<file path="config.mk">
export PLATFORM = sky130hd
export DESIGN_NAME = dli_queue
export DESIGN_NICKNAME = d
export VERILOG_FILES = /design/src/dli_pkg.sv /design/src/dli_queue.sv
export SDC_FILE = /design/constraint.sdc
export NUM_CORES = 1
export LEC_CHECK = 0
export BUFFER_PORTS_ARGS = -buffer_cell sky130_fd_sc_hd__buf_2
export CAP_MARGIN = 20
export CORE_MARGIN = 3
export CORE_UTILIZATION = 50
export DETAILED_ROUTE_END_ITERATION = 12
export PLACE_DENSITY = 0.7
export REMOVE_ABC_BUFFERS = 1
export SETUP_SLACK_MARGIN = 0.3
export SYNTH_ARGS = -nofsm -noshare
export SYNTH_HDL_FRONTEND = slang
export SYNTH_SLANG_ARGS = --single-unit
</file>
<file path="constraint.sdc">
create_clock -name clk -period 2.5 [get_ports clk]
set_input_delay 0.5 -clock clk [delete_from_list [all_inputs] [get_ports clk]]
set_output_delay 0.5 -clock clk [all_outputs]
set_load 0.01 [all_outputs]
</file>
<file path="src/dli_pkg.sv">
package dli_pkg;

	localparam int MAX_INPUTS  = 64;
	localparam int MAX_OUTPUTS = 64;
	localparam int FRAC_BITS   = 12;
	localparam int VEC_LIMIT   = 64;

	localparam int IN_W  = $clog2(MAX_INPUTS);
	localparam int OUT_W = $clog2(MAX_OUTPUTS);
	localparam int CNT_W = 7;
	localparam int VAL_W = 16;
	localparam int ACC_W = 48;
	localparam int W_AW  = $clog2(MAX_INPUTS * MAX_OUTPUTS);

	localparam int ROM_SIZE  = 1024;
	localparam int ROM_ZERO  = 512;
	localparam int ROM_AW    = $clog2(ROM_SIZE);
	localparam int ROM_SHIFT = 2 * FRAC_BITS - 6;

	localparam int QUEUE_DEPTH = 4;
	localparam int QPTR_W      = $clog2(QUEUE_DEPTH);

	localparam logic [1:0] KIND_WEIGHT = 2'd0;
	localparam logic [1:0] KIND_BIAS   = 2'd1;
	localparam logic [1:0] KIND_INPUT  = 2'd2;

	localparam logic [1:0] ACT_RELU    = 2'd0;
	localparam logic [1:0] ACT_SIGMOID = 2'd1;
	localparam logic [1:0] ACT_TANH    = 2'd2;

	localparam logic [1:0] CFG_INPUT_COUNT  = 2'd0;
	localparam logic [1:0] CFG_OUTPUT_COUNT = 2'd1;
	localparam logic [1:0] CFG_ACT_MODE     = 2'd2;

	typedef struct packed {
		logic [1:0]              kind;
		logic [5:0]              in_index;
		logic [5:0]              out_index;
		logic signed [VAL_W-1:0] value;
	} in_item_t;

	typedef struct packed {
		logic [5:0]              neuron_index;
		logic signed [VAL_W-1:0] activated;
		logic                    last;
	} out_item_t;

	typedef enum logic [1:0] {
		OP_WEIGHT,
		OP_BIAS,
		OP_INPUT
	} cmd_op_t;

	typedef struct packed {
		cmd_op_t                 op;
		logic                    is_final;
		logic [5:0]              in_index;
		logic [5:0]              out_index;
		logic signed [VAL_W-1:0] value;
	} cmd_t;

	typedef struct packed {
		logic [CNT_W-1:0] input_count;
		logic [CNT_W-1:0] output_count;
		logic [1:0]       act_mode;
	} cfg_t;

	typedef struct packed {
		logic              en;
		logic [ROM_AW:0]   addr;
		logic [VAL_W-1:0]  data;
	} rom_wr_t;

	typedef enum logic [2:0] {
		BLD_PICK,
		BLD_DIV,
		BLD_WR_POS,
		BLD_WR_NEG,
		BLD_MUL_A,
		BLD_MUL_B,
		BLD_MUL_C,
		BLD_DONE
	} bld_state_t;

	typedef enum logic [1:0] {
		BK_IDLE,
		BK_RUN,
		BK_DRAIN
	} back_state_t;

	// Zero acts as one, large counts cap at the store limit.
	function automatic logic [CNT_W-1:0] clamp_count(input logic [CNT_W-1:0] n, input int lim);
		logic [CNT_W-1:0] r;
		r = n;
		if (r == '0) r = CNT_W'(1);
		if (int'(r) > lim) r = CNT_W'(lim);
		if (int'(r) > VEC_LIMIT) r = CNT_W'(VEC_LIMIT);
		return r;
	endfunction

endpackage

</file>
<file path="src/dli_queue.sv">
module dli_queue (
	input  logic          clk,
	input  logic          arst_n,
	input  logic          push,
	input  dli_pkg::cmd_t push_data,
	output logic          full,
	input  logic          pop,
	output dli_pkg::cmd_t pop_data,
	output logic          empty
);
	import dli_pkg::*;

	cmd_t              entry_q [QUEUE_DEPTH];
	logic [QPTR_W-1:0] wr_ptr_q;
	logic [QPTR_W-1:0] rd_ptr_q;
	logic [QPTR_W:0]   count_q;

	assign full     = (count_q == (QPTR_W+1)'(QUEUE_DEPTH));
	assign empty    = (count_q == '0);
	assign pop_data = entry_q[rd_ptr_q];

	always_ff @(posedge clk or negedge arst_n) begin
		if (!arst_n) begin
			wr_ptr_q <= '0;
			rd_ptr_q <= '0;
			count_q  <= '0;
		end else begin
			if (push) wr_ptr_q <= wr_ptr_q + 1'b1;
			if (pop) rd_ptr_q <= rd_ptr_q + 1'b1;
			if (push && !pop) count_q <= count_q + 1'b1;
			else if (pop && !push) count_q <= count_q - 1'b1;
		end
	end

	always_ff @(posedge clk) begin
		if (push) entry_q[wr_ptr_q] <= push_data;
	end

endmodule

</file>
==> impl_metrics.yaml <==
clocking:
  cts_tree: "yes"
  clk_path_buf_depth: 2
  cts_sinks: 131
  clk_latency_ns: 0.50
  cts-root-buf: "clkbuf_8"
  htreeDepth: 4
  numCtsBuffers: 17
  clk_pin_slew_ns: 0.06
timing:
  drv_slew: 0
  period_share_pct: 93.4
  finalClockSkew_ns: 0.00919
  finalHoldViolations: 0
  post-route-min-period_ns: 2.34
  setup_viol_count_final: 0
  worst_slew_pin_slew_ns: 0.618
  rsz0062_at_grt: "yes"
  slew_headroom_pct: 58.8
  fmax_mhz: 428
drt:
  firstDrtPassIters: 4
  totalWireLength_um: 8190
  drc_errors: 0
  wl_per_cell_um: 19.1
  ant_nets: 0
  vias: 2229
  drtIter0Drc: 79
  via_per_inst: 5.20
global_routing:
  grt_max_degree: 24
  overflow: 0
  grt_pass1_vias: 2458
  grt_pass1_wl_um: 13100
  antenna_found_initial: 0
  track_usage_pct: 16.1
placed_design:
  port_buffers: 67
  dpl.cell_count: 393
  dp_hpwl_um: 5230
  place_congestion: 0.679
  dpl_cell_area_sq_mm: 0.00544
floorplan:
  dieArea_sq_mm: 0.0110
  rows: 35
  ios: 68
  initial_core_util_pct: 52.4
  core_area_sq_mm: 0.00937
  die_y_um: 105
  die_w_um: 105
critical_path:
  cp-end-kind: "output port"
  critPathLaunchType: "register"
  cp.arrival_ns: 1.84
  required_ns: 2.00
  rrSetupSlack_ns: 0.73
  worstReg2RegEnd: "entry_q[0][10]$_DFFE_PP_"
  crit_fanout: 10
  rr_startpoint: "wr_ptr_q[0]$_DFFE_PN0P_"
  worstSetupPathType: "register to output port"
  r2r_cells: 4
layout:
  fillers: 646
  nets: 328
  n_antenna_cell: 0
  final_area_sq_mm: 0.00608
  areaGrowthSynthToFinish_pct: 23.8
  layout-drive-gt1-share_pct: 47.3
  stdcell_count: 429
yosys:
  synth_seq_cells: 131
  syn_inst: 196
  yosysSeqAreaShare_pct: 79.4
  yosys_warnings: 0
  yosysUniqueCellTypes: 19
  syn_area_sq_mm: 0.00491
  syn_avg_cell_area_sq_um: 25.0
hold_path:
  whs_path_depth: 1
  hp-start: "push_data[30]"
  min_path_type: "primary input to register"
  min_to: "entry_q[1][30]$_DFFE_PP_"
power:
  p_total_uw: 7430
  ir_drop_uv: 566
  p_leak_uw: 0.00217
  powerDensity_mw_per_mm2: 1220
outcome:
  status: "finished, final reports clean"
flow_run:
  drv_cap: 0
==> power breakdown <==
part | internal, uW | total (uW) | switching, uW
combinational | 1030 | 2000 | 969
sequential | 2890 | 3070 | 182
clock | 1510 | 2350 | 849
total | 5430 | 7430 | 2000
==> kinds of logic (layout without fill, tap and decap cells) <==
logic type / Yosys count / after routing / share of synthesized area [%]
DFF: 131 / 131 / 79.4
muxes: 32 / 32 / 14.7
buffers and inverters: 11 / 115 / 2.06
and+or+nand+nor: 9 / 9 / 0.994
adders and majority gates: 6 / 6 / 1.68
xor gates and xnor gates: 6 / 6 / 1.07
AOI/OAI and AO/OA: 1 / 1 / 0.102
==> how the worst max path moves through the flow <==
stage                               to  slack [ns]  cells past startpoint                    start
after floorplan           pop_data[17]       -0.10                      1  rd_ptr_q[0]$_DFFE_PN0P_
after global placement    pop_data[16]        0.38                      3  rd_ptr_q[0]$_DFFE_PN0P_
after detailed placement  pop_data[13]        0.37                      3  rd_ptr_q[0]$_DFFE_PN0P_
after CTS                 pop_data[16]        0.12                      3  rd_ptr_q[0]$_DFFE_PN0P_
after global routing      pop_data[27]        0.09                      3  rd_ptr_q[0]$_DFFE_PN0P_
final                     pop_data[27]        0.16                      3  rd_ptr_q[0]$_DFFE_PN0P_
==> timing repair <==
action                     4_1_cts  5_1_grt
resized for setup                3        0
hold endpoints to repair         7        0
setup buffers                    2        0
setup endpoints to repair       31       31
gates cloned                     0        1
hold buffers                     1        0
==> per-stage QoR <==
step	util [%]	hold WS (ns)	setup TNS, ns	setup slack [ns]
finish	64.9	0.212	0	0.164
global route	64.9	0.200	0	0.0872
CTS	64.6	0.190	0	0.116
detailed placement	58.0	0.351	0	0.375
global placement	58.0	0.347	0	0.380
floorplan	-	0.204	-1.26	-0.103
==> cells in the mapped netlist <==
library cell | instances | share of area, %
buf_12 | 3 | 1.2
edfxtp_1 | 124 | 76
mux4_1 | 3 | 1.6
mux2_2 | 1 | 0.23
ha_1 | 5 | 1.3
and2_1 | 4 | 0.51
xor2_1 | 4 | 0.71
buf_2 | 3 | 0.31
nor2_1 | 1 | 0.076
o21ai_0 | 1 | 0.10
dfrtp_1 | 7 | 3.6
fa_1 | 1 | 0.41
nand2_1 | 2 | 0.15
inv_1 | 4 | 0.31
mux4_2 | 28 | 13
xnor2_1 | 2 | 0.36
buf_6 | 1 | 0.23
nor3b_1 | 1 | 0.15
nor3_1 | 1 | 0.10
==> layout by cell type (no fill, tap or decap), types with 2 or more instances in the layout <==
| master | synthesis | layout |
|---|---|---|
| edfxtp_1 | 124 | 124 |
| buf_2 | 3 | 67 |
| mux4_2 | 28 | 29 |
| clkbuf_16 | 0 | 17 |
| ha_1 | 5 | 5 |
| dfrtp_1 | 7 | 5 |
| buf_12 | 3 | 5 |
| buf_4 | 0 | 5 |
| inv_1 | 4 | 4 |
| and2_2 | 0 | 4 |
| xor2_1 | 4 | 4 |
| clkinv_1 | 0 | 4 |
| bufinv_16 | 0 | 3 |
| clkinv_4 | 0 | 3 |
| mux4_1 | 3 | 2 |
| xnor2_1 | 2 | 2 |
| nand2_1 | 2 | 2 |
| clkinv_2 | 0 | 2 |
| clkinvlp_4 | 0 | 2 |
==> critical path, cell delays in order (launching register included) <==
cell     delay (ns)
dfrtp_4        0.48
buf_12         0.16
mux4_1         0.55
buf_2          0.16
==> flip-flops by register name, indices dropped and copies added, names as in the netlist <==
register  cells
count_q       3
entry_q     124
wr_ptr_q      2
rd_ptr_q      2
==> area by class of cell <==
class                      count  area (sq um)  share of cell area (%)
inverter                       4          15.0                   0.247
sequential                   131          3900                    64.2
clock inverter                15           165                    2.72
timing repair buffer          79           508                    8.36
tap                          129           161                    2.66
clock buffer                  17           414                    6.81
multi-input combinational     54           911                    15.0
==> layer usage <==
layer / up-vias / track usage, % / part of all wire, %
met2: 52 / 26.3 / 52
met3: 7 / 4.69 / 4.2
met1: 1163 / 20.7 / 43
met5: - / 0 / 0
li1: 1007 / - / -
met4: 0 / 5.90 / 0.87
No activity file was read; power rests on OpenSTA's default activity.
