`config.mk`:
```
export PLATFORM = sky130hd
export DESIGN_NAME = dli_front
export DESIGN_NICKNAME = d
export VERILOG_FILES = /design/src/dli_pkg.sv /design/src/dli_front.sv
export SDC_FILE = /design/constraint.sdc
export NUM_CORES = 1
export LEC_CHECK = 0
export ABC_AREA = 1
export BUFFER_PORTS_ARGS = -buffer_cell sky130_fd_sc_hd__buf_2
export CAP_MARGIN = 10
export CORE_ASPECT_RATIO = 1.1
export CORE_UTILIZATION = 32
export DETAILED_ROUTE_END_ITERATION = 10
export PLACE_DENSITY = 0.91
export SLEW_MARGIN = 0
export SYNTH_ARGS = -nofsm -noshare
export SYNTH_HDL_FRONTEND = slang
export SYNTH_SLANG_ARGS = --single-unit
```
`constraint.sdc`:
```
create_clock -name vclk -period 2.2
set_clock_uncertainty 0.05 [all_clocks]
set_input_delay 0.22 -clock vclk [all_inputs]
set_output_delay 0.22 -clock vclk [all_outputs]
set_load 0.01 [all_outputs]
```
`src/dli_pkg.sv`:
```
package dli_pkg;

	localparam int MAX_INPUTS  = 64;
	localparam int MAX_OUTPUTS = 64;
	localparam int FRAC_BITS   = 12;
	localparam int VEC_LIMIT   = 64;

	localparam int IN_W  = $clog2(MAX_INPUTS);
	localparam int OUT_W = $clog2(MAX_OUTPUTS);
	localparam int CNT_W = 7;
	localparam int VAL_W = 16;
	localparam int ACC_W = 48;
	localparam int W_AW  = $clog2(MAX_INPUTS * MAX_OUTPUTS);

	localparam int ROM_SIZE  = 1024;
	localparam int ROM_ZERO  = 512;
	localparam int ROM_AW    = $clog2(ROM_SIZE);
	localparam int ROM_SHIFT = 2 * FRAC_BITS - 6;

	localparam int QUEUE_DEPTH = 4;
	localparam int QPTR_W      = $clog2(QUEUE_DEPTH);

	localparam logic [1:0] KIND_WEIGHT = 2'd0;
	localparam logic [1:0] KIND_BIAS   = 2'd1;
	localparam logic [1:0] KIND_INPUT  = 2'd2;

	localparam logic [1:0] ACT_RELU    = 2'd0;
	localparam logic [1:0] ACT_SIGMOID = 2'd1;
	localparam logic [1:0] ACT_TANH    = 2'd2;

	localparam logic [1:0] CFG_INPUT_COUNT  = 2'd0;
	localparam logic [1:0] CFG_OUTPUT_COUNT = 2'd1;
	localparam logic [1:0] CFG_ACT_MODE     = 2'd2;

	typedef struct packed {
		logic [1:0]              kind;
		logic [5:0]              in_index;
		logic [5:0]              out_index;
		logic signed [VAL_W-1:0] value;
	} in_item_t;

	typedef struct packed {
		logic [5:0]              neuron_index;
		logic signed [VAL_W-1:0] activated;
		logic                    last;
	} out_item_t;

	typedef enum logic [1:0] {
		OP_WEIGHT,
		OP_BIAS,
		OP_INPUT
	} cmd_op_t;

	typedef struct packed {
		cmd_op_t                 op;
		logic                    is_final;
		logic [5:0]              in_index;
		logic [5:0]              out_index;
		logic signed [VAL_W-1:0] value;
	} cmd_t;

	typedef struct packed {
		logic [CNT_W-1:0] input_count;
		logic [CNT_W-1:0] output_count;
		logic [1:0]       act_mode;
	} cfg_t;

	typedef struct packed {
		logic              en;
		logic [ROM_AW:0]   addr;
		logic [VAL_W-1:0]  data;
	} rom_wr_t;

	typedef enum logic [2:0] {
		BLD_PICK,
		BLD_DIV,
		BLD_WR_POS,
		BLD_WR_NEG,
		BLD_MUL_A,
		BLD_MUL_B,
		BLD_MUL_C,
		BLD_DONE
	} bld_state_t;

	typedef enum logic [1:0] {
		BK_IDLE,
		BK_RUN,
		BK_DRAIN
	} back_state_t;

	// Zero acts as one, large counts cap at the store limit.
	function automatic logic [CNT_W-1:0] clamp_count(input logic [CNT_W-1:0] n, input int lim);
		logic [CNT_W-1:0] r;
		r = n;
		if (r == '0) r = CNT_W'(1);
		if (int'(r) > lim) r = CNT_W'(lim);
		if (int'(r) > VEC_LIMIT) r = CNT_W'(VEC_LIMIT);
		return r;
	endfunction

endpackage

```
`src/dli_front.sv`:
```
module dli_front (
	input  logic              in_valid,
	input  dli_pkg::in_item_t in_data,
	output logic              in_stall,
	input  logic              init_done,
	input  logic              q_full,
	input  dli_pkg::cfg_t     cfg,
	output logic              push,
	output dli_pkg::cmd_t     push_data
);
	import dli_pkg::*;

	logic [CNT_W-1:0] nin;
	logic             known;

	assign nin      = clamp_count(cfg.input_count, MAX_INPUTS);
	assign in_stall = !init_done || q_full;

	always_comb begin
		known          = 1'b1;
		push_data.op   = OP_INPUT;
		unique case (in_data.kind)
			KIND_WEIGHT: push_data.op = OP_WEIGHT;
			KIND_BIAS:   push_data.op = OP_BIAS;
			KIND_INPUT:  push_data.op = OP_INPUT;
			default:     known = 1'b0;
		endcase
		// Flag the element that closes the vector.
		push_data.is_final  = (in_data.kind == KIND_INPUT) &&
			(in_data.in_index == IN_W'(nin - 1'b1));
		push_data.in_index  = in_data.in_index;
		push_data.out_index = in_data.out_index;
		push_data.value     = in_data.value;
	end

	// Drop unknown kinds here.
	assign push = in_valid && !in_stall && known;

endmodule

```
==> impl_metrics.env, run 1 <==
export IMPL_firstDrtPassIters=4
export IMPL_maxSlewHeadroom_pct=86.8
export IMPL_synth_cell_types=20
export IMPL_fmax_ghz=0.506
export IMPL_fp_dieH_um=43.3
export IMPL_regArea_um2=0
export IMPL_finalCritPeriodShare_pct=89.8
export IMPL_synthesis_area_um2=495
export IMPL_finalSetupViolCount=0
export IMPL_setup_worst_path_start="cfg[13]"
export IMPL_wire_per_inst_um=10.4
export IMPL_hold_class="primary input to output pin"
export IMPL_timing_critical_path_fanout_max=3
export IMPL_path_cells="buf_2 -> nor2_2 -> nand3_2 -> nand2_2 -> nand2_2 -> ha_1 -> nand2_1 -> nand3_1 -> nor2_1 -> nand3_1 -> nor2_1 -> nand3_1 -> nor2_1 -> buf_2"
export IMPL_outcome="finished clean"
export IMPL_slowest_delay_ps=320
export IMPL_leakagePower_nw=0.274
export IMPL_yosysSeqAreaShare_pct=0
export IMPL_syn_inst=85
export IMPL_final_common_cell="buf_2"
export IMPL_worst_slew_pin_slew_ps=197
export IMPL_fin_nets=137
export IMPL_dieArea_um2=1710
export IMPL_post_route_min_period_ps=1980
export IMPL_ant_nets=0
export IMPL_final_util_pct=32.1
export IMPL_vias_per_cell=4.69
export IMPL_rsz0062_at_grt="false"
export IMPL_seq_cell_count=0
export IMPL_rows=14
export IMPL_fill_cells=171
export IMPL_place_congestion=0.809
export IMPL_arrival_ps=1710
export IMPL_mostFrequentLayoutCells="29 x buf_2, 17 x nand2_1, 8 x nor2_1, 6 x inv_1, 6 x nand3_1"
export IMPL_hold_violations=0
export IMPL_first_iter_violations=5
export IMPL_cp_required_ps=1930
export IMPL_power_density_nw_per_um2=199
export IMPL_wirelength_um=1050
export IMPL_start_util_pct=35.4
export IMPL_critPathCaptureType="output pin"
export IMPL_vias=474
export IMPL_final_layout_size_suffix_gt1_share_pct=43.5
export IMPL_area_growth_pct=-9.34
export IMPL_syn_nets=135
export IMPL_ir_worst_vdd_v=0.0000809
export IMPL_cp_endpoint="push_data[28]"
export IMPL_cap_violations=0
export IMPL_die_w_um=39.5
export IMPL_yosysWarnings=0
export IMPL_io_pins=82
export IMPL_crit_type="primary input to output pin"
export IMPL_slew_violations=0
export IMPL_syn_avg_cell_area_um2=5.83
export IMPL_globalRouteTotalUtil_pct=12.9
export IMPL_cpMaxStageDelayCell="ha_1"
export IMPL_nClkBuffers=0
export IMPL_drcViolationCount=0
export IMPL_finalSetupTns_ps=0
export IMPL_antenna_found_initial=0
export IMPL_post_dp_hpwl_um=949
export IMPL_cts_setup_buffers=0
export IMPL_grt_pass1_wl_um=1670
export IMPL_grt_max_degree=9
export IMPL_fp_coreArea_um2=1400
export IMPL_grt_pass1_vias=427
export IMPL_portBuffers=29
export IMPL_grt_overflow=0
export IMPL_start_kind="primary input"
export IMPL_antenna_cells=0
power by group:
group          internal, mW  total [mW]  switching [mW]
combinational        0.0396      0.0893          0.0498
sequential                0           0               0
clock                     0           0               0
total                0.0396      0.0893          0.0498
layer usage:
layer  up-vias  track usage, %  wire [µm]
li1        237               -          -
met4         0            7.59         28
met2        31            22.6        569
met1       198            13.6        343
met3         8            2.09        104
met5         -               0          0
cell type report:
type	count	area [µm²]	area share, %
Inverter	7	26.3	5.85
Multi-Input combinational cell	49	258	57.4
Tap cell	16	20.0	4.46
Timing Repair Buffer	29	145	32.3
worst min path at each step:
stage | cells after the start | to | start | slack, ps
floorplan | 1 | push_data[29] | in_data[29] | 440
finish | 0 | push_data[12] | in_data[12] | 390
CTS | 0 | push_data[10] | in_data[10] | 390
global placement | 0 | push_data[10] | in_data[10] | 390
detailed placement | 0 | push_data[10] | in_data[10] | 390
global route | 0 | push_data[12] | in_data[12] | 390
Yosys cell counts, drive strengths merged (2+ instances only):
library cell  number  area, µm²
inv                7       26.3
o21ai              2       10.0
buf               28        210
nand2             20       82.6
nor2              10       40.0
a21oi              3       15.0
xnor2              2       25.0
nand3              7       40.0
metrics by stage:
step / setup WS [ps] / hold WS [ps] / total power, mW / instances / instance area [µm²]
floorplan: 495 / 438 / 0.0999 / 85 / 495
global placement: 230 / 390 / 0.0846 / 101 / 447
detailed placement: 201 / 390 / 0.0885 / 101 / 447
CTS: 194 / 390 / 0.0889 / 101 / 447
global route: 33.9 / 390 / 0.102 / 101 / 449
finish: 224 / 390 / 0.0893 / 101 / 449
logic make-up after synthesis:
group / synth area share [%]
xor+xnor: 6.82
buf+inv: 48.5
fa+ha+maj: 2.52
compound gates: 6.56
simple gates: 35.6
worst max-delay path, delay by kind of cell:
kind	cells	cell delay, ps
buffers and inverters	2	240
and+or+nand+nor	11	930
adders and majority gates	1	320
repair_timing:
item                       CTS  global route
hold buffers                 0             0
resized for setup            0             1
setup endpoints to repair    0             1
(Power assumes the default switching activity.)
==> inputs of run 2 (changes only) <==
CORE_UTILIZATION = 29   (was 32)
PLACE_DENSITY = 0.84   (was 0.91)
clock period = 1.9 ns   (was 2.2 ns; I/O delays follow)
==> run 2 against run 1 <==
Against the previous run: critical path depth is the same; via count grew 8.2%; worst setup slack lost 140 ps; sequential share of layout area is the same; global-route usage shrank 2.7 points; die area grew 9.8%; combinational power grew 41%; clock-buffer cell count is the same; total power grew 42%; final cell count grew 6.9%; hold slack lost 60 ps; first-iteration DRC count grew 80%.
==> impl_metrics.env, run 2 (synthesis results as in run 1) <==
export IMPL_slew_violations=0
export IMPL_power_density_nw_per_um2=228
export IMPL_arrival_ps=1570
export IMPL_grt_pass1_vias=423
export IMPL_antenna_cells=0
export IMPL_min_delay_start="in_data[14]"
export IMPL_dieArea_um2=1880
export IMPL_critPathBufInv=2
export IMPL_start_kind="primary input"
export IMPL_timing_critical_path_fanout_max=2
export IMPL_fp_dieH_um=45.4
export IMPL_nClkBuffers=0
export IMPL_crit_family="simple AND/OR/NAND/NOR gates"
export IMPL_hold_buffers=0
export IMPL_first_iter_violations=9
export IMPL_portBuffers=29
export IMPL_drcViolationCount=0
export IMPL_firstDrtPassIters=4
export IMPL_cap_violations=0
export IMPL_crit_path_frequent_cell="nand2_2"
export IMPL_vias=513
export IMPL_min_delay_path_depth=0
export IMPL_slowest_delay_ps=220
export IMPL_hold_path_end="push_data[14]"
export IMPL_seq_cell_count=0
export IMPL_final_layout_size_suffix_gt1_share_pct=52.7
export IMPL_worst_slew_pin_slew_ps=194
export IMPL_wire_per_inst_um=10.1
export IMPL_regArea_um2=0
export IMPL_hold_class="primary input to output pin"
export IMPL_critPathCaptureType="output pin"
export IMPL_fin_total_pwr_mw=0.126
export IMPL_finalCritPeriodShare_pct=95.4
export IMPL_wirelength_um=1090
export IMPL_leakagePower_nw=0.313
export IMPL_cp_required_ps=1660
export IMPL_crit_type="primary input to output pin"
export IMPL_mostFrequentLayoutCells="25 x buf_2, 16 x nand2_1, 6 x inv_1, 6 x nor2_1, 6 x buf_4"
export IMPL_io_pins=82
export IMPL_outcome="finished clean"
export IMPL_finalSetupViolCount=0
export IMPL_start_util_pct=31.4
export IMPL_rsz0062_at_grt="true"
export IMPL_path_cells="buf_6 -> nor2_4 -> nand3_2 -> nand2_2 -> nand2_2 -> ha_4 -> nand2_2 -> nand3_2 -> nor2_2 -> nand3_1 -> nor2_1 -> nand3_1 -> nor2_1 -> buf_2"
export IMPL_fp_coreArea_um2=1580
export IMPL_grt_pass1_wl_um=1640
export IMPL_grt_max_degree=9
export IMPL_area_growth_pct=12.1
export IMPL_antenna_found_initial=0
export IMPL_fmax_ghz=0.552
export IMPL_die_w_um=41.4
export IMPL_ant_nets=0
export IMPL_post_dp_hpwl_um=876
export IMPL_maxSlewHeadroom_pct=87.1
export IMPL_grt_overflow=0
export IMPL_cpMaxStageDelayCell="ha_4"
export IMPL_hold_violations=0
export IMPL_fin_nets=143
export IMPL_final_common_cell="buf_2"
export IMPL_ir_worst_vdd_v=0.0000895
export IMPL_post_route_min_period_ps=1810
export IMPL_vias_per_cell=4.75
export IMPL_finalSetupTns_ps=0
export IMPL_rows=15
export IMPL_place_congestion=0.782
export IMPL_globalRouteTotalUtil_pct=10.3
run 2: changes by cell type in the layout (fill, tap and decap cells not counted), moves of 2 or more:
cell    delta
buf_2      -4
buf_6      +4
nor2_1     -2
buf_4      +6
nor2_4     +2
run 2: per-stage QoR:
| stage | hold slack, ps | setup slack [ps] | cells | instance area, µm² | util [%] |
|---|---|---|---|---|---|
| floorplan | 378 | 255 | 85 | 495 | - |
| global placement | 330 | 23.8 | 106 | 478 | 30.3 |
| detailed placement | 330 | 3.93 | 106 | 478 | 30.3 |
| CTS | 330 | 19.7 | 106 | 483 | 30.6 |
| global route | 330 | -73.4 | 108 | 556 | 35.2 |
| finish | 330 | 86.9 | 108 | 556 | 35.2 |
run 2: layer usage:
metal	track usage (%)	routed length, µm	up-vias
li1	-	-	249
met3	1.20	92	12
met4	5.16	35	0
met5	0	0	-
met1	11.0	380	226
met2	20.0	583	26
run 2: layout make-up:
class,count,area [µm²]
Tap cell,17,21.3
Multi-Input combinational cell,49,293
Fill cell,181,1020
Inverter,7,26.3
Timing Repair Buffer,35,215
run 2: where the power goes:
part	switching, mW	total [mW]	internal [mW]
Sequential	0	0	0
Combinational	0.0643	0.126	0.0621
Clock	0	0	0
run 2: worst max path at each step:
stage / from / endpoint / slack (ps) / depth (start not counted)
after floorplan: cfg[14] / push_data[28] / 250 / 12
after global routing: cfg[12] / push_data[28] / -70 / 14
final: cfg[12] / push_data[28] / 90 / 14
after global placement: cfg[9] / push_data[28] / 20 / 14
after CTS: cfg[9] / push_data[28] / 20 / 14
after detailed placement: cfg[13] / push_data[28] / 4 / 14
run 2: what timing repair did:
item	CTS	global route
setup buffers	0	2
endpoints found under the setup margin	1	1
resized for setup	1	14
pin swaps	0	12
hold endpoints to repair	0	0
