===== config.mk =====
export PLATFORM = sky130hd
export DESIGN_NAME = dli_rom_build
export DESIGN_NICKNAME = d
export VERILOG_FILES = /design/src/dli_pkg.sv /design/src/dli_rom_build.sv
export SDC_FILE = /design/constraint.sdc
export NUM_CORES = 2
export LEC_CHECK = 0
export BUFFER_PORTS_ARGS = -buffer_cell sky130_fd_sc_hd__buf_2
export CORE_MARGIN = 3
export CORE_UTILIZATION = 55
export CTS_CLUSTER_SIZE = 24
export DETAILED_ROUTE_END_ITERATION = 8
export PLACE_DENSITY = 0.71
export SETUP_SLACK_MARGIN = 0.2
export SYNTH_ARGS = -nofsm -noshare
export SYNTH_HDL_FRONTEND = slang
export SYNTH_SLANG_ARGS = --single-unit

===== constraint.sdc =====
create_clock -name clk -period 7.27 [get_ports clk]
set_input_delay 1.8175 -clock clk [delete_from_list [all_inputs] [get_ports clk]]
set_output_delay 1.8175 -clock clk [all_outputs]
set_load 0.02 [all_outputs]

===== src/dli_pkg.sv =====
package dli_pkg;

	localparam int MAX_INPUTS  = 64;
	localparam int MAX_OUTPUTS = 64;
	localparam int FRAC_BITS   = 12;
	localparam int VEC_LIMIT   = 64;

	localparam int IN_W  = $clog2(MAX_INPUTS);
	localparam int OUT_W = $clog2(MAX_OUTPUTS);
	localparam int CNT_W = 7;
	localparam int VAL_W = 16;
	localparam int ACC_W = 48;
	localparam int W_AW  = $clog2(MAX_INPUTS * MAX_OUTPUTS);

	localparam int ROM_SIZE  = 1024;
	localparam int ROM_ZERO  = 512;
	localparam int ROM_AW    = $clog2(ROM_SIZE);
	localparam int ROM_SHIFT = 2 * FRAC_BITS - 6;

	localparam int QUEUE_DEPTH = 4;
	localparam int QPTR_W      = $clog2(QUEUE_DEPTH);

	localparam logic [1:0] KIND_WEIGHT = 2'd0;
	localparam logic [1:0] KIND_BIAS   = 2'd1;
	localparam logic [1:0] KIND_INPUT  = 2'd2;

	localparam logic [1:0] ACT_RELU    = 2'd0;
	localparam logic [1:0] ACT_SIGMOID = 2'd1;
	localparam logic [1:0] ACT_TANH    = 2'd2;

	localparam logic [1:0] CFG_INPUT_COUNT  = 2'd0;
	localparam logic [1:0] CFG_OUTPUT_COUNT = 2'd1;
	localparam logic [1:0] CFG_ACT_MODE     = 2'd2;

	typedef struct packed {
		logic [1:0]              kind;
		logic [5:0]              in_index;
		logic [5:0]              out_index;
		logic signed [VAL_W-1:0] value;
	} in_item_t;

	typedef struct packed {
		logic [5:0]              neuron_index;
		logic signed [VAL_W-1:0] activated;
		logic                    last;
	} out_item_t;

	typedef enum logic [1:0] {
		OP_WEIGHT,
		OP_BIAS,
		OP_INPUT
	} cmd_op_t;

	typedef struct packed {
		cmd_op_t                 op;
		logic                    is_final;
		logic [5:0]              in_index;
		logic [5:0]              out_index;
		logic signed [VAL_W-1:0] value;
	} cmd_t;

	typedef struct packed {
		logic [CNT_W-1:0] input_count;
		logic [CNT_W-1:0] output_count;
		logic [1:0]       act_mode;
	} cfg_t;

	typedef struct packed {
		logic              en;
		logic [ROM_AW:0]   addr;
		logic [VAL_W-1:0]  data;
	} rom_wr_t;

	typedef enum logic [2:0] {
		BLD_PICK,
		BLD_DIV,
		BLD_WR_POS,
		BLD_WR_NEG,
		BLD_MUL_A,
		BLD_MUL_B,
		BLD_MUL_C,
		BLD_DONE
	} bld_state_t;

	typedef enum logic [1:0] {
		BK_IDLE,
		BK_RUN,
		BK_DRAIN
	} back_state_t;

	// Zero acts as one, large counts cap at the store limit.
	function automatic logic [CNT_W-1:0] clamp_count(input logic [CNT_W-1:0] n, input int lim);
		logic [CNT_W-1:0] r;
		r = n;
		if (r == '0) r = CNT_W'(1);
		if (int'(r) > lim) r = CNT_W'(lim);
		if (int'(r) > VEC_LIMIT) r = CNT_W'(VEC_LIMIT);
		return r;
	endfunction

endpackage


===== src/dli_rom_build.sv =====
module dli_rom_build (
	input  logic             clk,
	input  logic             arst_n,
	output dli_pkg::rom_wr_t rom_wr,
	output logic             done
);
	import dli_pkg::*;

	localparam int E_W = 33;
	localparam int D_W = 34;
	localparam int Q_W = FRAC_BITS + 1;
	localparam int N_W = D_W + Q_W - 1;
	localparam int K_W = ROM_AW + 1;
	localparam logic [31:0] EXP_STEP = 32'd4228380000;

	bld_state_t       state_q, state_d;
	logic [K_W-1:0]   k_q;
	logic [E_W-1:0]   e_q;
	logic [47:0]      p_lo_q;
	logic [48:0]      p_hi_q;
	logic [N_W-1:0]   rem_q;
	logic [N_W-1:0]   dsh_q;
	logic [Q_W-1:0]   quo_q;
	logic [3:0]       bit_q;
	logic             job_tanh_q;
	logic             sig_done_q;
	logic             tanh_done_q;

	logic             need_sig;
	logic             need_tanh;
	logic [D_W-1:0]   den;
	logic [K_W-1:0]   m;
	logic [65:0]      e_sum;

	assign need_sig  = (k_q <= K_W'(ROM_ZERO)) && !sig_done_q;
	assign need_tanh = !k_q[0] && !tanh_done_q;
	assign den       = (D_W'(1) << 32) + D_W'(e_q);
	assign m         = job_tanh_q ? (k_q >> 1) : k_q;
	assign e_sum     = {1'b0, p_hi_q, 16'b0} + 66'(p_lo_q) + (66'(1) << 31);

	always_comb begin
		state_d = state_q;
		unique case (state_q)
			BLD_PICK: begin
				if (need_sig || need_tanh) state_d = BLD_DIV;
				else if (k_q == K_W'(2 * ROM_ZERO)) state_d = BLD_DONE;
				else state_d = BLD_MUL_A;
			end
			BLD_DIV:    if (bit_q == '0) state_d = BLD_WR_POS;
			BLD_WR_POS: state_d = BLD_WR_NEG;
			BLD_WR_NEG: state_d = BLD_PICK;
			BLD_MUL_A:  state_d = BLD_MUL_B;
			BLD_MUL_B:  state_d = BLD_MUL_C;
			BLD_MUL_C:  state_d = BLD_PICK;
			BLD_DONE:   state_d = BLD_DONE;
			default:    state_d = BLD_PICK;
		endcase
	end

	always_comb begin
		rom_wr = '0;
		done   = (state_q == BLD_DONE);
		unique case (state_q)
			BLD_WR_POS: begin
				rom_wr.en   = (m <= K_W'(ROM_ZERO - 1));
				rom_wr.addr = {job_tanh_q, ROM_AW'(K_W'(ROM_ZERO) + m)};
				rom_wr.data = VAL_W'(quo_q);
			end
			BLD_WR_NEG: begin
				// Mirror: sigmoid(-x) = 1 - sigmoid(x), tanh(-x) = -tanh(x).
				rom_wr.en   = (m != '0);
				rom_wr.addr = {job_tanh_q, ROM_AW'(K_W'(ROM_ZERO) - m)};
				rom_wr.data = job_tanh_q ? (VAL_W'(0) - VAL_W'(quo_q)) :
					((VAL_W'(1) << FRAC_BITS) - VAL_W'(quo_q));
			end
			default: rom_wr = '0;
		endcase
	end

	always_ff @(posedge clk or negedge arst_n) begin
		if (!arst_n) begin
			state_q     <= BLD_PICK;
			k_q         <= '0;
			e_q         <= E_W'(1) << 32;
			job_tanh_q  <= 1'b0;
			sig_done_q  <= 1'b0;
			tanh_done_q <= 1'b0;
			bit_q       <= '0;
		end else begin
			state_q <= state_d;
			unique case (state_q)
				BLD_PICK: begin
					bit_q      <= 4'(Q_W - 1);
					job_tanh_q <= !need_sig;
				end
				BLD_DIV:    bit_q <= bit_q - 1'b1;
				BLD_WR_NEG: begin
					if (job_tanh_q) tanh_done_q <= 1'b1;
					else sig_done_q <= 1'b1;
				end
				BLD_MUL_C: begin
					e_q         <= e_sum[64:32];
					k_q         <= k_q + 1'b1;
					sig_done_q  <= 1'b0;
					tanh_done_q <= 1'b0;
				end
				default: ;
			endcase
		end
	end

	// Restoring divider, one quotient bit per cycle, and the exp recurrence.
	always_ff @(posedge clk) begin
		unique case (state_q)
			BLD_PICK: begin
				if (need_sig) rem_q <= (N_W'(1) << (FRAC_BITS + 32)) + N_W'(den >> 1);
				else rem_q <= (N_W'((E_W'(1) << 32) - e_q) << FRAC_BITS) + N_W'(den >> 1);
				dsh_q <= N_W'(den) << (Q_W - 1);
				quo_q <= '0;
			end
			BLD_DIV: begin
				if (rem_q >= dsh_q) begin
					rem_q <= rem_q - dsh_q;
					quo_q <= {quo_q[Q_W-2:0], 1'b1};
				end else begin
					quo_q <= {quo_q[Q_W-2:0], 1'b0};
				end
				dsh_q <= dsh_q >> 1;
			end
			BLD_MUL_A: p_lo_q <= 48'(e_q[15:0]) * 48'(EXP_STEP);
			BLD_MUL_B: p_hi_q <= 49'(e_q[32:16]) * 49'(EXP_STEP);
			default: ;
		endcase
	end

endmodule


==> reports/results.tsv <==
stage	metric	value	unit
floorplan	initial_core_util	0.5620	
timing	fin_setup_tns	0	ns
floorplan	rows	84	
synth	synth-async-reset-ratio	0.2348	
critical_path	path_cells	fa_2 -> inv_1 -> fa_1 -> fa_1 -> inv_1 -> fa_1 -> inv_1 -> fa_1 -> inv_1 -> fa_1 -> ha_1 -> o21ai_0 -> nor2_1 -> o31ai_1 -> nand4b_1 -> a31oi_2 -> o31ai_1 -> o21ai_0 -> a21oi_1 -> a31o_2 -> xor2_1	
cells_and_area	drive_above_1_share	0.05176	
timing	fin_crit_sh	0.9316	
floorplan	core	0.05308	mm^2
global_route	grt_overflow_total	0	
min_path	hold_path.startpoint	bit_q[0]$_DFFE_PN0P_	
routing	final_antenna_net_count	0	
clock_network	clk_pin_slew	0.06	ns
clock_network	cts_tree	done	
status	status	finished, final reports clean	
synth	ys_ff_latch	230	
power_and_ir_drop	p_switching	0.0006338	W
floorplan	die_area	0.05706	mm^2
routing	via_per_inst	5.767	
cells_and_area	n_fill_cell	4469	
timing	drv_slew	0	
clock_network	cts_hold_buf	0	
global_route	antenna_found_initial	1	
critical_path	critPathArrivalTime	7.10	ns
timing	grt_setup_unrepaired	yes	
critical_path	crit_fanout	5	
cells_and_area	area_growth	7.173	%
power_and_ir_drop	intPower	0.002290	W
power_and_ir_drop	ir_drop	0.1803	mV
routing	routedWlPerCell	19.78	um
placed_design	gp_congestion	1.001	
power_and_ir_drop	powerDensity	91.48	mW/mm^2
cells_and_area	multi_input_area	0.02076	mm^2
cells_and_area	post-route-util	0.6023	
critical_path	reg2reg_setup_slack	0.50	ns
synth	synthFlopType	edfxtp_1	
floorplan	num_io_pins	31	
synth	synth_area	0.02983	mm^2
critical_path	start_kind	register	
synth	synthMuxAreaShare	0.001678	
power_and_ir_drop	seqPwrFrac	0.479	
power_and_ir_drop	clockPowerShare	0.519	
timing	timing.slew.headroom	0.3509	
timing	finClkSkew	0.02335	ns
placed_design	place_ws	0.3864	ns
critical_path	cp-end-kind	register	
clock_network	clock_latency	0.60	ns
routing	dr.pass1.iters	5	
placed_design	hpwl	62860	um
critical_path	rr_worst_depth	21	
critical_path	cp_slowest_cell	fa_2	
placed_design	dpl_cell_area	0.03092	mm^2
synth	yosys.area_share.adder	0.3958	
floorplan	die_h	238.9	um
floorplan	fp.dieW	238.9	um
synth	synth_top_family_by_area	adder cells	
cells_and_area	diodes	0	
critical_path	crit_top_cell	fa_1	
cells_and_area	design_area	0.03197	mm^2
power_and_ir_drop	combPwrFrac	0.003	
synth	synth_edf_count	176	
synth	syn-instance-count	3131	
critical_path	required	7.60	ns
power_and_ir_drop	leakage	16.16	nW
routing	drt_iter0_markers	1595	
global_route	grt_max_degree	88	
routing	via_count	22350	
synth	synth.distinct_cells	83	
power_and_ir_drop	swShare	0.2168	
synth	ys_seq_area_frac	0.2225	
placed_design	port-buffer-count	30	
min_path	min_path_cells	1	
synth	ys_warn_count	0	
clock_network	htree_levels	1	
critical_path	regToRegEndpoint	p_hi_q[41]$_DFFE_PP_	
synth	yosys.area_share.simple	0.1064	
timing	fin_ws	0.4970	ns
global_route	grt_pass1_wl	123500	um
synth	synth_compound_area_frac	0.1230	
timing	worst_pin_slew	0.9713	ns
min_path	min_path_type	register to register	
synth	synth_xor_area_frac	0.06666	
critical_path	slowest_delay	0.69	ns
clock_network	clock-sinks	230	
timing	finalSetupViolations	0	
timing	finalHoldViolations	0	
clock_network	cts_setup_buffers	0	
critical_path	worst-setup-path-type	register to register	
routing	drc	0	
critical_path	rr_startpoint	e_q[21]$_DFFE_PN0P_	
routing	wl	76670	um
clock_network	root_buffer	clkbuf_16	
global_route	grt_usage	0.2733	
cells_and_area	regArea	0.006641	mm^2
global_route	grt_pass1_vias	22970	
timing	finalCriticalPeriod	6.773	ns
timing	max_clock_freq	147.6	MHz
min_path	worstHoldEndpoint	bit_q[0]$_DFFE_PN0P_	
cells_and_area	final_nets	3935	
flow_run	maxCapViolCount	0	
clock_network	clockBufferDepth	3	
synth	syn_avg_cell_area	9.526	um^2
clock_network	cts_made_buffers	30	
synth	syn_nets	3902	
==> synth_stat cells, drive strengths merged, types with 5 or more instances <==
cell / n / area share
o21a: 19 / 0.0048
a31oi: 22 / 0.0051
and4: 10 / 0.0030
nor4: 8 / 0.0017
fa: 291 / 0.20
a211oi: 34 / 0.0086
xor2: 84 / 0.025
nor3: 38 / 0.0064
nand2: 212 / 0.027
nor3b: 6 / 0.0015
mux2i: 5 / 0.0017
buf: 13 / 0.0025
and2: 17 / 0.0036
dfrtp: 53 / 0.044
nand3: 58 / 0.0097
and3: 40 / 0.0084
or3: 7 / 0.0015
a21o: 69 / 0.017
o21ai: 154 / 0.026
a21boi: 5 / 0.0013
a211o: 9 / 0.0026
nor2b: 25 / 0.0052
ha: 478 / 0.20
o21bai: 21 / 0.0054
nor2: 153 / 0.019
a21oi: 169 / 0.029
o211ai: 12 / 0.0030
o31ai: 15 / 0.0038
xnor2: 143 / 0.042
o22ai: 11 / 0.0023
nand2b: 24 / 0.0050
nand4: 37 / 0.0078
edfxtp: 176 / 0.18
inv: 585 / 0.074
clkbuf: 62 / 0.0078
==> sequential cells by signal (all words and copies together) (netlist names), 3 cells and up <==
name     count
p_hi_q      44
k_q         11
bit_q        4
dsh_q       46
rem_q       46
state_q      3
p_lo_q      27
quo_q       13
e_q         33
==> layout by cell type, fill, tap and decap left out, types with 46 or more instances in the layout <==
master	synthesis	routed
inv_1	585	584
ha_1	478	478
fa_1	291	288
nand2_1	212	211
edfxtp_1	176	176
a21oi_1	168	168
nor2_1	153	152
o21ai_0	150	149
xnor2_1	143	143
xor2_1	84	84
a21o_1	67	67
nand3_1	58	58
dfrtp_1	53	50
buf_4	2	46
==> critical path, delay by kind of cell, from the launching register on <==
family | cells | cell delay (ns)
AOI/OAI and AO/OA | 7 | 1.71
xor gates and xnor gates | 1 | 0.13
adders and majority gates | 7 | 3.62
buffers and inverters | 4 | 0.30
DFF | 1 | 0.40
and+or+nand+nor | 2 | 0.33
==> cells by family (layout without fill, tap and decap cells) <==
group / count (synthesis) / count (layout)
multiplexers: 5 / 5
buffers and inverters: 660 / 717
AO/OA/AOI/OAI: 582 / 582
flip-flops: 230 / 230
XOR/XNOR: 227 / 227
adder cells (fa/ha/maj): 769 / 769
AND/OR/NAND/NOR: 658 / 658
==> power groups by stage <==
stage / clock [W] / combinational (W) / sequential, W
after floorplan: 0 / 0.0000000130 / 0.00143
after global placement: 0 / 0.00000762 / 0.00143
after detailed placement: 0 / 0.00000808 / 0.00143
after CTS: 0.00155 / 0.00000811 / 0.00140
after global routing: 0.00159 / 0.00000885 / 0.00140
final: 0.00152 / 0.00000773 / 0.00140
==> routing by layer <==
| layer | part of all wire | up-vias | global-route usage |
|---|---|---|---|
| met5 | 0 | - | 0 |
| li1 | - | 10590 | - |
| met2 | 0.47 | 661 | 0.4571 |
| met3 | 0.061 | 123 | 0.03311 |
| met4 | 0.028 | 0 | 0.06579 |
| met1 | 0.44 | 10980 | 0.3819 |
==> metrics by stage <==
step | hold slack (ns) | power, W | cells
4_1_cts | 0.5353 | 0.002956 | 3876
3_5_place_dp | 0.5217 | 0.001435 | 3820
3_3_place_gp | 0.5012 | 0.001434 | 3820
5_1_grt | 0.5669 | 0.003001 | 3876
6_report | 0.5276 | 0.002924 | 3876
2_1_floorplan | 0.4714 | 0.001427 | 3131
==> area by class of cell <==
| cell class | count | share of cell area |
|---|---|---|
| repair buffers | 76 | 0.01550 |
| well taps | 688 | 0.02693 |
| clock inverters | 16 | 0.005441 |
| inverters | 585 | 0.06869 |
| flip-flops and latches | 230 | 0.2078 |
| multi-input cells | 2241 | 0.6494 |
| clock buffers | 40 | 0.02630 |
==> worst max path at each step <==
| stage | start | to | slack [ns] | cells after the start |
|---|---|---|---|---|
| after floorplan | state_q[1]$_DFFE_PN0P_ | rem_q[0]$_DFFE_PP_ | 0.54 | 5 |
| after global placement | e_q[21]$_DFFE_PN0P_ | p_hi_q[41]$_DFFE_PP_ | 0.52 | 21 |
| after detailed placement | e_q[31]$_DFFE_PN0P_ | p_hi_q[48]$_DFFE_PP_ | 0.39 | 22 |
| after CTS | e_q[21]$_DFFE_PN0P_ | p_hi_q[41]$_DFFE_PP_ | 0.32 | 21 |
| after global routing | e_q[30]$_DFFE_PN0P_ | p_hi_q[48]$_DFFE_PP_ | 0.16 | 23 |
| final | e_q[21]$_DFFE_PN0P_ | p_hi_q[41]$_DFFE_PP_ | 0.50 | 21 |
==> what timing repair did <==
item | CTS | global route
setup endpoints to repair | 0 | 10
gates resized for setup | 0 | 13
endpoints found under the hold margin | 0 | 0
(Power assumes the default switching activity.)
